`src/rtl/core/ray_segment_nearest_hit_unit_macros.svh`:
```
// ----------------------------------------------------------------------------
// Assertion macros for the ray segment nearest hit unit
// Implication checks on the unit's clock, switched off for synthesis.
// ----------------------------------------------------------------------------
`ifndef RAY_SEGMENT_NEAREST_HIT_UNIT_MACROS_SVH
`define RAY_SEGMENT_NEAREST_HIT_UNIT_MACROS_SVH

`ifndef SYNTHESIS
// same-cycle implication
`define RSNH_ASSERT_NOW(label, clk, rst, ante, cons) \
   label: assert property (@(posedge clk) disable iff (rst) (ante) |-> (cons)) \
      else $error("rsnh assertion failed");
// next-cycle implication
`define RSNH_ASSERT_NEXT(label, clk, rst, ante, cons) \
   label: assert property (@(posedge clk) disable iff (rst) (ante) |=> (cons)) \
      else $error("rsnh assertion failed");
`else
`define RSNH_ASSERT_NOW(label, clk, rst, ante, cons)
`define RSNH_ASSERT_NEXT(label, clk, rst, ante, cons)
`endif

`endif

```
`src/rtl/core/rsnh_ram.sv`:
```
// ----------------------------------------------------------------------------
// rsnh_ram
// Simple dual-port RAM, one write and one registered read port.
// ----------------------------------------------------------------------------
module rsnh_ram #(
   parameter int WIDTH = 64,
   parameter int DEPTH = 64
) (
   input  logic                     clock,
   input  logic                     wr_en,
   input  logic [$clog2(DEPTH)-1:0] wr_addr,
   input  logic [WIDTH-1:0]         wr_data,
   input  logic                     rd_en,
   input  logic [$clog2(DEPTH)-1:0] rd_addr,
   output logic [WIDTH-1:0]         rd_data
);

   logic [WIDTH-1:0] mem [DEPTH];
   logic [WIDTH-1:0] rd_data_ff;

   always_ff @(posedge clock) begin
      if (wr_en) begin
         mem[wr_addr] <= wr_data;
      end
      if (rd_en) begin
         rd_data_ff <= mem[rd_addr];
      end
   end

   assign rd_data = rd_data_ff;

endmodule

```
`config.mk`:
```
export PLATFORM = sky130hd
export DESIGN_NAME = rsnh_ram
export DESIGN_NICKNAME = d
export VERILOG_FILES = /design/src/rtl/core/ray_segment_nearest_hit_unit_macros.svh /design/src/rtl/core/rsnh_ram.sv
export SDC_FILE = /design/constraint.sdc
export NUM_CORES = 2
export LEC_CHECK = 0
export BUFFER_PORTS_ARGS = -buffer_cell sky130_fd_sc_hd__buf_2
export CAP_MARGIN = 10
export CORE_UTILIZATION = 60
export CTS_CLUSTER_DIAMETER = 150
export DETAILED_ROUTE_END_ITERATION = 16
export PLACE_DENSITY_LB_ADDON = 0.12
export SETUP_SLACK_MARGIN = 0.1
export SYNTH_ARGS = -nofsm -noshare
export SYNTH_HDL_FRONTEND = slang
export SYNTH_SLANG_ARGS = --single-unit
export TNS_END_PERCENT = 10
```
`constraint.sdc`:
```
create_clock -name clock -period 7 [get_ports clock]
set_clock_uncertainty 0.2 [all_clocks]
set_input_delay 0.7 -clock clock [delete_from_list [all_inputs] [get_ports clock]]
set_output_delay 0.7 -clock clock [all_outputs]
set_load 0.03 [all_outputs]
```
==> flow_metrics.env <==
export IMPL_drive_above_1_share_pct=28.1
export IMPL_tightest_slew_ns=1.29
export IMPL_htree_levels=5
export IMPL_hpwl_mm=217
export IMPL_min_period_ns=3.40
export IMPL_routed_top_layer="met5"
export IMPL_cts_sinks=4160
export IMPL_clk_path_buf_depth=4
export IMPL_cp_start_kind="input pin"
export IMPL_core_area_sq_mm=0.260
export IMPL_synth_nets=6677
export IMPL_maxSlewViolCount=0
export IMPL_vias=76400
export IMPL_clkSlewWorstSetupHoldPaths_ns=0.06
export IMPL_power_leakage_nw=54.9
export IMPL_rows=187
export IMPL_dp_slack_ns=2.70
export IMPL_drt_total_wl_mm=418
export IMPL_run_status="completed"
export IMPL_crit_top_cell="buf_4"
export IMPL_path_cells="buf_2 -> nor2b_4 -> buf_4 -> buf_4 -> a22oi_1 -> and3_1 -> a211oi_1"
export IMPL_netlist_top_cells_area="edfxtp_1 80%, mux4_2 15%, mux2i_1 0.86%"
export IMPL_cp_max_fo=56
export IMPL_timing_critical_path_required_ns=7.48
export IMPL_slowest_delay_ns=0.81
export IMPL_synth_seq_cells=4160
export IMPL_grt_use_total_pct=32.1
export IMPL_tritoncts="built"
export IMPL_drc_errors=0
export IMPL_hold_violations=0
export IMPL_die_y_um=514
export IMPL_dr_wl_met2_mm=199
export IMPL_postCtsSetupRepairBufs=0
export IMPL_syn_to_final_growth_pct=12.2
export IMPL_synth_top_area_share_pct=79.6
export IMPL_worst_path_buf_inv=3
export IMPL_dr_first_iter_drc_count=10900
export IMPL_gp_congestion=0.812
export IMPL_vdd_ir_drop_max_mv=0.300
export IMPL_io_pins=143
export IMPL_synth_common_cells="4,160 x edfxtp_1, 1,024 x mux4_2, 170 x buf_2"
export IMPL_die_x_um=514
export IMPL_cp_top_family="buffers and inverters"
export IMPL_antenna_left=0
export IMPL_wl_met1_mm=155
export IMPL_fin_nets=7074
export IMPL_fin_ws_ns=3.60
export IMPL_rsz0062_at_grt="no"
export IMPL_die_area_sq_mm=0.264
export IMPL_placement_io_buffers=142
export IMPL_slowest_stage="buf_4"
export IMPL_hold_depth=1
export IMPL_yosysSeqAreaShare_pct=79.6
export IMPL_syn_inst=6598
export IMPL_post_dp_cell_area_sq_mm=0.163
export IMPL_worst_setup_path_type="input pin to flop"
export IMPL_gr_total_overflow=0
export IMPL_initial_core_util_pct=60.4
export IMPL_fmax_ghz=0.294
export IMPL_hold_class="input pin to flop"
export IMPL_grt_pass1_wl_mm=583
export IMPL_ctsHoldBuffers=0
export IMPL_vias_per_cell=7.04
export IMPL_synth_ff_type="edfxtp_1"
export IMPL_syn_avg_cell_area_sq_um=23.8
export IMPL_fin_area_sq_mm=0.176
export IMPL_worst_path_stages=7
export IMPL_cts_resized=0
export IMPL_finalCritPeriodShare_pct=48.6
export IMPL_clk_latency_ns=0.92
export IMPL_setup_viol=0
export IMPL_grt_pass1_vias=76100
export IMPL_grt_antenna_before_repair=37
export IMPL_fin_tns_setup_ns=0
export IMPL_syn_area_sq_mm=0.157
export IMPL_ff2ff_path_depth=5
export IMPL_avgRoutedWirePerCell_um=38.5
export IMPL_synth_area_leader_cell="edfxtp_1"
export IMPL_cts_buffers=406
export IMPL_drt_pass1_iter_count=8
export IMPL_cp_arrival_ns=3.88
export IMPL_power_w=0.0518
export IMPL_synth_most_common_cell="edfxtp_1"
export IMPL_yosysWarnings=0
export IMPL_synth_edf_count=4160
export IMPL_p_per_area_mw_per_mm2=294
export IMPL_grt_start_max_net_pins=103
export IMPL_synth_cell_types=32
export IMPL_clockRootBuffer="clkbuf_16"
export IMPL_maxCapViolCount=0
export IMPL_relSlewSlack_pct=13.6
export IMPL_wl_met3_mm=48.4
export IMPL_ys_async_sr_fraction_pct=0
export IMPL_endpoint_kind="flop"
-- sequential cells by signal (all words and copies together) (netlist names) --
register,count
mem,4096
rd_data,64
-- stage by stage --
step	hold WS, ns	cells	util (%)
2_1_floorplan	0.599	6598	-
3_3_place_gp	0.681	10100	62.7
3_5_place_dp	0.721	10100	62.7
4_1_cts	0.240	10800	67.7
5_1_grt	0.311	10800	67.7
6_report	0.309	10800	67.8
-- where the power goes --
part           internal, W  switching, W  leakage [nW]  total (W)
clock network       0.0125       0.00916          6.37     0.0217
logic             0.000844       0.00149          11.0    0.00233
registers           0.0276      0.000103          37.5     0.0277
-- area by class of cell --
class | instances | area [sq um]
clock inverters | 251 | 2570
diodes | 27 | 67.6
multi-input cells | 2049 | 30800
well taps | 3496 | 4370
repair buffers | 359 | 2850
inverters | 19 | 71.3
fillers | 15900 | 83800
clock buffers | 483 | 10500
flip-flops and latches | 4160 | 125000
-- cells by family (layout without fill, tap and decap cells) --
kind of cell,Yosys count,after routing,synth area share [%]
AOI/OAI and AO/OA,504,504,2.47
and+or+nand+nor,386,386,1.23
DFF,4160,4160,79.6
other,0,27,0
buffers and inverters,389,1112,1.18
muxes,1159,1159,15.6
-- path summary, 6_finish.rpt --
kind	from	to	slack (ns)
max	rd_addr[3]	rd_data[27]	3.60
min reg2reg	mem[38][44]	rd_data[44]	0.73
max reg2reg	mem[56][31]	rd_data[31]	4.60
min	wr_data[4]	mem[51][4]	0.31
-- per-layer routing --
layer | vias up | GRT usage [%]
met3 | 794 | 6.63
met2 | 4951 | 50.1
li1 | 29400 | -
met1 | 41200 | 46.4
met5 | - | 0
met4 | 8 | 10.3
-- cells in the final DEF, fill, tap and decap left out, types with 3 or more instances in the layout --
master and n:
mux2i_1 135, clkinv_2 69, a22o_1 88, inv_6 10, diode_2 27, nor2_1 47
inv_1 19, clkbuf_16 409, buf_4 181, nor2_4 65, o22ai_1 83, a22oi_1 168
and3_1 64, clkinv_1 93, nor2b_4 3, nand3_1 45, or2_2 28, nand2b_1 8
nor2b_1 24, a211oi_1 63, nand2_1 55, mux4_2 1024, bufinv_16 49, clkinvlp_4 18
clkinv_8 5, a31oi_1 18, a2bb2oi_1 19, or3_1 29, clkinv_4 4, edfxtp_1 4160
o221ai_1 38, a41oi_1 26, buf_12 37, clkbuf_1 74, buf_2 138
Note: power is estimated with default switching activity, not from simulation.
